===== src/rtl/bsim_pkg.sv =====
// Types and constants shared by the mapper modules
package bsim_pkg;

	// Register groups selected by address bits 15..12
	localparam logic [3:0] GRP_PRG_LO    = 4'h8;
	localparam logic [3:0] GRP_PRG_HI    = 4'h9;
	localparam logic [3:0] GRP_CHR_FIRST = 4'hA;
	localparam logic [3:0] GRP_CHR_LAST  = 4'hD;
	localparam logic [3:0] GRP_CTRL      = 4'hE;
	localparam logic [3:0] GRP_IRQ       = 4'hF;

	// Register of the PRG pair that goes to the sound port
	localparam logic [1:0] PRG_SND_REG   = 2'd3;

	// CHR group offset inside the low two group bits
	localparam logic [1:0] CHR_GRP_BASE  = 2'd2;

	localparam logic [11:0] MASK_RESET   = 12'h010;

	localparam logic [7:0] PRG0_RESET    = 8'h00;
	localparam logic [7:0] PRG1_RESET    = 8'h01;
	localparam logic [7:0] PRG2_RESET    = 8'hFE;

	localparam logic [7:0] COUNT_TOP     = 8'hFF;

	localparam logic [9:0] PRESCALE_RELOAD = 10'd341;
	localparam logic [9:0] PRESCALE_STEP   = 10'd3;
	localparam logic [9:0] PRESCALE_WRAP   = PRESCALE_RELOAD - PRESCALE_STEP;

	// irq_control bits
	localparam int IRQ_REPEAT = 0;
	localparam int IRQ_ENABLE = 1;
	localparam int IRQ_CYCLE  = 2;

	typedef struct packed {
		logic       prg_we;
		logic [1:0] prg_idx;
		logic       chr_we;
		logic [2:0] chr_idx;
		logic       ctl_we;
		logic [7:0] data;
	} bank_wr_t;

	typedef struct packed {
		logic       tick;
		logic       ctl_we;
		logic       ack;
		logic       latch_we;
		logic [7:0] data;
	} irq_evt_t;

	typedef struct packed {
		logic [7:0] prg0;
		logic [7:0] prg1;
		logic [7:0] prg2;
		logic [7:0] chr;
		logic [7:0] ctl;
	} bank_view_t;

endpackage


===== src/rtl/bsim_banks.sv =====
// PRG, CHR and control byte registers with post-update view
module bsim_banks (
	input  logic                 clk,
	input  logic                 arst_n,
	input  bsim_pkg::bank_wr_t   wr,
	input  logic [2:0]           slot,
	output bsim_pkg::bank_view_t view
);

	logic [7:0] prg_q [3];
	logic [7:0] prg_n [3];
	logic [7:0] chr_q [8];
	logic [7:0] chr_n [8];
	logic [7:0] ctl_q;
	logic [7:0] ctl_n;

	always_comb begin
		prg_n = prg_q;
		chr_n = chr_q;
		ctl_n = ctl_q;
		if (wr.prg_we) begin
			prg_n[wr.prg_idx] = wr.data;
		end
		if (wr.chr_we) begin
			chr_n[wr.chr_idx] = wr.data;
		end
		if (wr.ctl_we) begin
			ctl_n = wr.data;
		end
	end

	always_ff @(posedge clk or negedge arst_n) begin
		if (!arst_n) begin
			prg_q[0] <= bsim_pkg::PRG0_RESET;
			prg_q[1] <= bsim_pkg::PRG1_RESET;
			prg_q[2] <= bsim_pkg::PRG2_RESET;
			for (int i = 0; i < 8; i++) begin
				chr_q[i] <= 8'(i);
			end
			ctl_q <= '0;
		end else begin
			prg_q <= prg_n;
			chr_q <= chr_n;
			ctl_q <= ctl_n;
		end
	end

	// Result reflects the state after this item
	always_comb begin
		view.prg0 = prg_n[0];
		view.prg1 = prg_n[1];
		view.prg2 = prg_n[2];
		view.chr  = chr_n[slot];
		view.ctl  = ctl_n;
	end

endmodule


===== src/rtl/bsim_irq.sv =====
// IRQ latch, control, up-counter and scanline prescaler
module bsim_irq (
	input  logic               clk,
	input  logic               arst_n,
	input  bsim_pkg::irq_evt_t evt,
	output logic               line_n
);

	logic [7:0] latch_q;
	logic [7:0] latch_n;
	logic [2:0] ctl_q;
	logic [2:0] ctl_n;
	logic [7:0] count_q;
	logic [7:0] count_n;
	logic [9:0] pre_q;
	logic [9:0] pre_n;
	logic       line_q;
	logic       clk_cnt;

	always_comb begin
		latch_n = latch_q;
		ctl_n   = ctl_q;
		count_n = count_q;
		pre_n   = pre_q;
		line_n  = line_q;
		clk_cnt = 1'b0;
		if (evt.latch_we) begin
			latch_n = evt.data;
		end
		if (evt.ctl_we) begin
			ctl_n  = evt.data[2:0];
			line_n = 1'b0;
			if (evt.data[bsim_pkg::IRQ_ENABLE]) begin
				count_n = latch_q;
				pre_n   = bsim_pkg::PRESCALE_RELOAD;
			end
		end
		if (evt.ack) begin
			ctl_n[bsim_pkg::IRQ_ENABLE] = ctl_q[bsim_pkg::IRQ_REPEAT];
			line_n = 1'b0;
		end
		if (evt.tick && ctl_q[bsim_pkg::IRQ_ENABLE]) begin
			if (ctl_q[bsim_pkg::IRQ_CYCLE]) begin
				clk_cnt = 1'b1;
			end else if (pre_q <= bsim_pkg::PRESCALE_STEP) begin
				pre_n   = pre_q + bsim_pkg::PRESCALE_WRAP;
				clk_cnt = 1'b1;
			end else begin
				pre_n = pre_q - bsim_pkg::PRESCALE_STEP;
			end
		end
		// Overflow: reload and raise the line
		if (clk_cnt) begin
			if (count_q == bsim_pkg::COUNT_TOP) begin
				count_n = latch_q;
				line_n  = 1'b1;
			end else begin
				count_n = count_q + 8'd1;
			end
		end
	end

	always_ff @(posedge clk or negedge arst_n) begin
		if (!arst_n) begin
			latch_q <= '0;
			ctl_q   <= '0;
			count_q <= '0;
			pre_q   <= '0;
			line_q  <= 1'b0;
		end else begin
			latch_q <= latch_n;
			ctl_q   <= ctl_n;
			count_q <= count_n;
			pre_q   <= pre_n;
			line_q  <= line_n;
		end
	end

endmodule


===== src/rtl/bank_switch_irq_mapper_top.sv =====
// Mapper top level: input register, decode, state update and result register
//
//   channel  handshake                   payload
//   item     item_valid / item_stall     kind cpu_addr write_data chr_slot
//   result   result_valid / result_stall irq_asserted prg_bank_* chr_bank
//                                        mirroring wram_enable sound_*
//   config   cfg_we                      cfg_data (a0 line mask)
//
// One item per cycle while the result side does not stall; an accepted item passes
// through the input register, then the result register, to the result ports.
// Decode and the bank/IRQ update sit in one combinational pass between them.
// Reset restores all banks, control and IRQ state at once; no clearing pass.
// A stalled result holds; the input register still takes an item whenever
// the result register is empty or is being taken.
module bank_switch_irq_mapper_top (
	input  logic        clk,
	input  logic        arst_n,
	input  logic        cfg_we,
	input  logic [11:0] cfg_data,
	input  logic        item_valid,
	output logic        item_stall,
	input  logic        kind,
	input  logic [15:0] cpu_addr,
	input  logic [7:0]  write_data,
	input  logic [2:0]  chr_slot,
	output logic        result_valid,
	input  logic        result_stall,
	output logic        irq_asserted,
	output logic [7:0]  prg_bank_first,
	output logic [7:0]  prg_bank_second,
	output logic [7:0]  prg_bank_third,
	output logic [7:0]  chr_bank,
	output logic [1:0]  mirroring,
	output logic        wram_enable,
	output logic        sound_mute,
	output logic        sound_write_valid,
	output logic [15:0] sound_reg_addr,
	output logic [7:0]  sound_write_data
);

	logic [11:0] mask_q;

	logic        valid_s1;
	logic        kind_s1;
	logic [15:0] addr_s1;
	logic [7:0]  data_s1;
	logic [2:0]  slot_s1;

	logic        valid_s2;
	logic        irq_s2;
	logic [7:0]  prg0_s2;
	logic [7:0]  prg1_s2;
	logic [7:0]  prg2_s2;
	logic [7:0]  chr_s2;
	logic [7:0]  ctl_s2;
	logic        snd_s2;
	logic [15:0] snd_addr_s2;
	logic [7:0]  snd_data_s2;

	logic                 advance;
	logic                 write_go;
	logic [3:0]           grp;
	logic                 odd;
	logic [1:0]           pair_reg;
	logic                 snd;
	logic                 irq_line_n;
	bsim_pkg::bank_wr_t   bank_wr;
	bsim_pkg::irq_evt_t   irq_evt;
	bsim_pkg::bank_view_t view;

	always_ff @(posedge clk or negedge arst_n) begin
		if (!arst_n) begin
			mask_q <= bsim_pkg::MASK_RESET;
		end else if (cfg_we) begin
			mask_q <= cfg_data;
		end
	end

	assign advance    = !valid_s2 || !result_stall;
	assign item_stall = valid_s1 && !advance;

	always_ff @(posedge clk or negedge arst_n) begin
		if (!arst_n) begin
			valid_s1 <= 1'b0;
		end else if (!item_stall) begin
			valid_s1 <= item_valid;
		end
	end

	always_ff @(posedge clk) begin
		if (item_valid && !item_stall) begin
			kind_s1 <= kind;
			addr_s1 <= cpu_addr;
			data_s1 <= write_data;
			slot_s1 <= chr_slot;
		end
	end

	assign write_go = valid_s1 && advance && !kind_s1;
	assign grp      = addr_s1[15:12];
	assign odd      = |(addr_s1[11:0] & mask_q);
	assign pair_reg = {grp[0], odd};

	always_comb begin
		bank_wr       = '0;
		bank_wr.data  = data_s1;
		irq_evt       = '0;
		irq_evt.data  = data_s1;
		irq_evt.tick  = valid_s1 && advance && kind_s1;
		snd           = 1'b0;
		if (write_go) begin
			case (grp) inside
				bsim_pkg::GRP_PRG_LO, bsim_pkg::GRP_PRG_HI: begin
					if (pair_reg == bsim_pkg::PRG_SND_REG) begin
						snd = 1'b1;
					end else begin
						bank_wr.prg_we  = 1'b1;
						bank_wr.prg_idx = pair_reg;
					end
				end
				[bsim_pkg::GRP_CHR_FIRST:bsim_pkg::GRP_CHR_LAST]: begin
					bank_wr.chr_we  = 1'b1;
					bank_wr.chr_idx = {2'(grp[1:0] - bsim_pkg::CHR_GRP_BASE), odd};
				end
				bsim_pkg::GRP_CTRL: begin
					irq_evt.latch_we = odd;
					bank_wr.ctl_we   = !odd;
				end
				bsim_pkg::GRP_IRQ: begin
					irq_evt.ack    = odd;
					irq_evt.ctl_we = !odd;
				end
				default: begin
					// below 0x8000: drop
				end
			endcase
		end
	end

	bsim_banks u_banks (
		.clk    (clk),
		.arst_n (arst_n),
		.wr     (bank_wr),
		.slot   (slot_s1),
		.view   (view)
	);

	bsim_irq u_irq (
		.clk    (clk),
		.arst_n (arst_n),
		.evt    (irq_evt),
		.line_n (irq_line_n)
	);

	always_ff @(posedge clk or negedge arst_n) begin
		if (!arst_n) begin
			valid_s2 <= 1'b0;
		end else if (advance) begin
			valid_s2 <= valid_s1;
		end
	end

	always_ff @(posedge clk) begin
		if (advance && valid_s1) begin
			irq_s2      <= irq_line_n;
			prg0_s2     <= view.prg0;
			prg1_s2     <= view.prg1;
			prg2_s2     <= view.prg2;
			chr_s2      <= view.chr;
			ctl_s2      <= view.ctl;
			snd_s2      <= snd;
			snd_addr_s2 <= snd ? addr_s1 : 16'd0;
			snd_data_s2 <= snd ? data_s1 : 8'd0;
		end
	end

	assign result_valid      = valid_s2;
	assign irq_asserted      = irq_s2;
	assign prg_bank_first    = prg0_s2;
	assign prg_bank_second   = prg1_s2;
	assign prg_bank_third    = prg2_s2;
	assign chr_bank          = chr_s2;
	assign mirroring         = ctl_s2[1:0];
	assign wram_enable       = ctl_s2[7];
	assign sound_mute        = ctl_s2[6];
	assign sound_write_valid = snd_s2;
	assign sound_reg_addr    = snd_addr_s2;
	assign sound_write_data  = snd_data_s2;

endmodule


===== config.mk =====
export PLATFORM = sky130hd
export DESIGN_NAME = bank_switch_irq_mapper_top
export DESIGN_NICKNAME = d
export VERILOG_FILES = /design/src/rtl/bsim_pkg.sv /design/src/rtl/bsim_banks.sv /design/src/rtl/bsim_irq.sv /design/src/rtl/bank_switch_irq_mapper_top.sv
export SDC_FILE = /design/constraint.sdc
export NUM_CORES = 1
export LEC_CHECK = 0
export BUFFER_PORTS_ARGS = -buffer_cell sky130_fd_sc_hd__buf_4
export CORE_MARGIN = 4
export CORE_UTILIZATION = 35
export DETAILED_ROUTE_END_ITERATION = 8
export PLACE_DENSITY = 0.6
export SLEW_MARGIN = 10
export SYNTH_ARGS = -nofsm -noshare
export SYNTH_HDL_FRONTEND = slang
export SYNTH_SLANG_ARGS = --single-unit

===== constraint.sdc =====
create_clock -name clk -period 4.1 [get_ports clk]
set_clock_uncertainty 0.2 [all_clocks]
set_input_delay 0.615 -clock clk [delete_from_list [all_inputs] [get_ports clk]]
set_output_delay 0.615 -clock clk [all_outputs]
set_load 0.02 [all_outputs]

### Yosys cells after proc, flatten, opt, wreduce, memory -nomap -nowiden

Cells that the tools add are included.

| operators by class | value |
|---|---|
| eq/ne operators | 6 |
| muxes and demuxes | 49 |
| bitwise operators | 4 |
| reductions and logical operators | 22 |
| order comparisons | 8 |
| $add $sub $neg | 4 |

Operators with widths:

| operator | count |
|---|---|
| 8-bit two-way mux | 10 |
| 64-bit bitwise mux | 1 |
| 64-bit two-way mux | 1 |
| 10-bit two-way mux | 5 |
| 8-bit binary-select mux with 3-bit select | 1 |
| 24-bit bitwise mux | 1 |
| 8-bit demux with 3-bit select | 1 |
| 24-bit two-way mux | 1 |
| 1-bit two-way mux | 17 |
| 8-bit demux with 2-bit select | 1 |
| 4-bit equality test, second input constant | 4 |
| 12-bit AND | 1 |
| 4-bit >= comparator, second input constant | 3 |
| 12-bit OR reduction | 1 |
| 10-bit by 9-bit adder with 10-bit output, second input constant | 1 |
| 10-bit by 2-bit less-or-equal comparator with 1-bit output, second input constant | 1 |
| 2-bit two-way mux | 5 |
| 10-bit by 2-bit subtractor with 10-bit output, second input constant | 1 |
| 1-bit logical AND | 9 |
| 3-bit two-way mux | 3 |
| 8-bit by 1-bit adder with 8-bit output, second input constant | 1 |
| 8-bit equality test, second input constant | 1 |
| 4-bit two-way mux | 2 |
| 3-bit inverter with 4-bit output | 2 |
| 12 further kinds | 19 |

| word-level totals | value |
|---|---|
| output and inout bits | 64 |
| register bits after elaboration | 234 |
| input port bits | 45 |

### Depth between registers and ports, before layout

| logic depth | value |
|---|---|
| depth after elaboration | 17 |
| depth in mapped cells | 9 |
| gate-level depth less buffers | 8 |

### Modules after synthesis

From an unflattened synthesis, not the netlist that was laid out.

| unflattened totals | value |
|---|---|
| cell total of the unflattened synthesis | 612 |
| area total of the unflattened synthesis | 9,308.9 um^2 |

Modules (own cells, without submodules):

| module | cells an instance | area an instance (um^2) | instances |
|---|---|---|---|
| bsim_banks | 274 | 4,067.7 | 1 |
| bank_switch_irq_mapper_top | 181 | 3,622.2 | 1 |
| bsim_irq | 157 | 1,619.1 | 1 |

### Worst setup path after synthesis

Ideal clock, no wire load.

| timing path | value |
|---|---|
| path type | input port to flip-flop |
| start point | input result_stall |
| end point | register chr_s2[1], in the netlist chr_bank[1], data pin |
| arrival time | 3.497 ns |
| path slack | 0.141 ns |
| stages | 7 |
| setup time | 0.262 ns |
| cells stage by stage | a21bo_4 inv_1 nand3_1 nor4_4 mux2_2 o22ai_1 nor3_2 |

RTL lines:

| item | line | text |
|---|---|---|
| start: declaration | bank_switch_irq_mapper_top.sv:27 | `input logic result_stall,` |
| end signal: assignment | bank_switch_irq_mapper_top.sv:169 | `chr_s2 <= view.chr;` |
| end: declaration | bank_switch_irq_mapper_top.sv:54 | `logic [7:0] chr_s2;` |

==> impl_results.md <==
- FF+latch count, synth: 226
- Cell taking the most area after synthesis: dfrtp_1
- Critical path's top delay family: simple AND/OR/NAND/NOR gates
- Worst path slowest cell: or4b_1
- Area grow syn2layout: 22.7%
- Post-synth EDFFs: 90
- Gpl congestion: 0.865
- Port Buffers: 108
- Tot GR Track Use: 0.131
- Critical Path RT: 4.15 ns
- Crit-path max FO: 8
- Sequential-to-total area share from yosys stat: 0.668
- Die Area: 0.0289 mm^2
- Core area: 0.0259 mm^2
- Grt total ovfl: 0
- Critical Path End Type: register
- Io pins: 109
- Cell Rows: 59
- CP startpoint kind: register
- Vias in the first global route: 5,504
- Layout cell share with drive strength beyond 1: 0.407
- Count leader, synth: dfrtp_1
- DPL Wire Length: 13,300 um
- Crit path largest cell delay: 0.79 ns
- Setup tns final: 0 ns
- CTS buffer count: 25
- Tightest Hold Check Type: input pin to register
- Static leakage power: 4.90 nW
- Starting density of the core: 0.354
- Reg2reg setup slack: 1.10 ns
- Crit path kind: register to register
- Drt total wl: 19,000 um
- Resized cells post-CTS: 0
- Relative slew slack: 0.439
- Top cells by area, synth: dfrtp_1 31%, edfxtp_1 29%, mux2_2 12%, dfstp_2 6.0%, o221ai_1 1.5%
- Top cells by count, synth: 115 x dfrtp_1, 98 x mux2_2, 90 x edfxtp_1
- Maxcap violations: 0
- CP Cell Sequence: nand3b_2 -> nor4b_2 -> or4b_1 -> mux2_4 -> nand2b_1 -> o221ai_1 -> nor3_2
- Die Wd: 170 um
- Final Max Slew Viols: 0
- Antenna violations before repair: 0
- Die height: 170 um
- Root buf cell: clkbuf_16
- Crit share post-route: 0.731
- Final Net Count: 792
- Buffers and inverters on the worst path: 0
- Pin count of the biggest net entering global routing: 66
- Final setup fails: 0
- Initial DRC count: 390
- Via density per instance: 4.91
- Worst slew pin tran: 0.838 ns
- DR vias: 5,380
- First-pass GRT wire length: 30,400 um
- Synthesized instance count: 622
- Unrepaired setup endpoints after global routing: false
- Top cell type's share of synthesized area: 0.313
- # Post-CTS Setup Buffers: 0
- Routed len/inst: 17.4 um
- WP data arrival: 3.05 ns
- Shortest period the worst path allows: 3.00 ns
- Peak supply drop: 0.240 mV
- Syn_area_per_cell: 14.8 um^2
- Clock sink count: 226
- Clk buf depth: 3
- Synth Cell Area: 0.00919 mm^2
- Post-route ant nets: 0
- Ant. Diodes: 0
- Netlist cell types: 62
- Clock Latency Late Sink: 0.50 ns
- Final hold violation count: 0
- Final worst hold slack: 0.0880 ns
- DR pass1 iterations: 4
- CTS tree: yes
- Asr flop ratio synth: 0.602
- DRC: 0
- PD cells: 519 mW/mm^2
- Status: finished clean
- Top FF cell, synth: dfrtp_1
- Yosys warnings: 0
- CTS H-Tree Depth: 1
- Fmax: 334 MHz
- Clk pin slew, worst setup/hold paths: 0.06 ns
## through the flow
step / setup slack (ns) / cells / utilization / area (um^2) / total power [W]
finish: 1.10 / 1096 / 0.435 / 11300 / 0.00585
floorplan: 0.141 / 623 / - / 9190 / 0.00332
global route: 0.922 / 1096 / 0.435 / 11300 / 0.00613
CTS: 1.14 / 1096 / 0.435 / 11300 / 0.00593
global placement: 0.910 / 1050 / 0.401 / 10400 / 0.00358
detailed placement: 0.866 / 1050 / 0.401 / 10400 / 0.00360
## cells in the final DEF (no fill, tap or decap), drive strengths merged, types with 11 or more instances in the layout
cell type and instances:
dfrtp 115, nand3 12, a21oi 15, nor2 23, dfstp 21, buf 119, o21ai 15, mux2 106
clkbuf 32, o221ai 16, nand2 34, and2 22, nor3 13, nand2b 11, edfxtp 90
## final timing paths
kind | startpoint | end | depth (start not counted)
setup / recovery | addr_s1[13] | chr_bank[2] | 7
hold / removal | write_data[5] | data_s1[5] | 1
setup reg to reg | addr_s1[13] | chr_bank[2] | 7
hold reg to reg | u_banks.chr_q[15] | u_banks.chr_q[15] | 1
max in group asynchronous | arst_n | u_banks.chr_q[48] | 3
min in group asynchronous | arst_n | u_irq.pre_q[9] | 2
## layer usage
| metal | part of all wire | vias to the layer above | GRT usage |
|---|---|---|---|
| met3 | 0.044 | 31 | 0.0223 |
| met2 | 0.48 | 100 | 0.220 |
| li1 | - | 2559 | - |
| met1 | 0.46 | 2690 | 0.178 |
| met4 | 0.018 | 0 | 0.0330 |
| met5 | 0 | - | 0 |
## power breakdown
part	switching [W]	internal, W
clock network	0.000871	0.00143
logic	0.000389	0.000328
registers	0.000169	0.00266
total	0.00143	0.00442
## cell families (layout without fill, tap and decap cells)
| kind of cell | count (synthesis) | after routing | share of synthesized area |
|---|---|---|---|
| other | 1 | 2 | 0.000408 |
| xor gates and xnor gates | 1 | 1 | 0.000954 |
| muxes | 108 | 108 | 0.135 |
| DFF | 226 | 226 | 0.668 |
| buffers and inverters | 34 | 172 | 0.0157 |
| and+or+nand+nor | 161 | 161 | 0.106 |
| adders and majority gates | 4 | 4 | 0.00545 |
| AOI/OAI and AO/OA | 87 | 87 | 0.0681 |
## layout make-up
type / count / area [um^2]
Inverter: 7 / 26.3
Timing Repair Buffer: 120 / 916
Fill cell: 2336 / 14600
Clock inverter: 13 / 143
Tap cell: 335 / 419
Sequential cell: 226 / 6130
Multi-Input combinational cell: 363 / 2910
Clock buffer: 32 / 724
## state kept, by name, indices dropped and copies added (netlist names), 4 cells and up
register	flops
prg_bank_second	8
addr_s1	16
u_banks.ctl_q	4
prg_bank_first	8
ctl_s2	4
data_s1	8
u_irq.pre_q	10
sound_reg_addr	16
u_irq.latch_q	8
u_banks.prg_q	24
u_banks.chr_q	64
chr_bank	8
sound_write_data	8
mask_q	12
prg_bank_third	8
u_irq.count_q	8
## what timing repair did
| item | CTS | global route |
|---|---|---|
| hold buffers | 1 | 0 |
| endpoints found under the hold margin | 43 | 0 |
| setup endpoints to repair | 0 | 0 |
No activity file was read; power rests on OpenSTA's default activity.
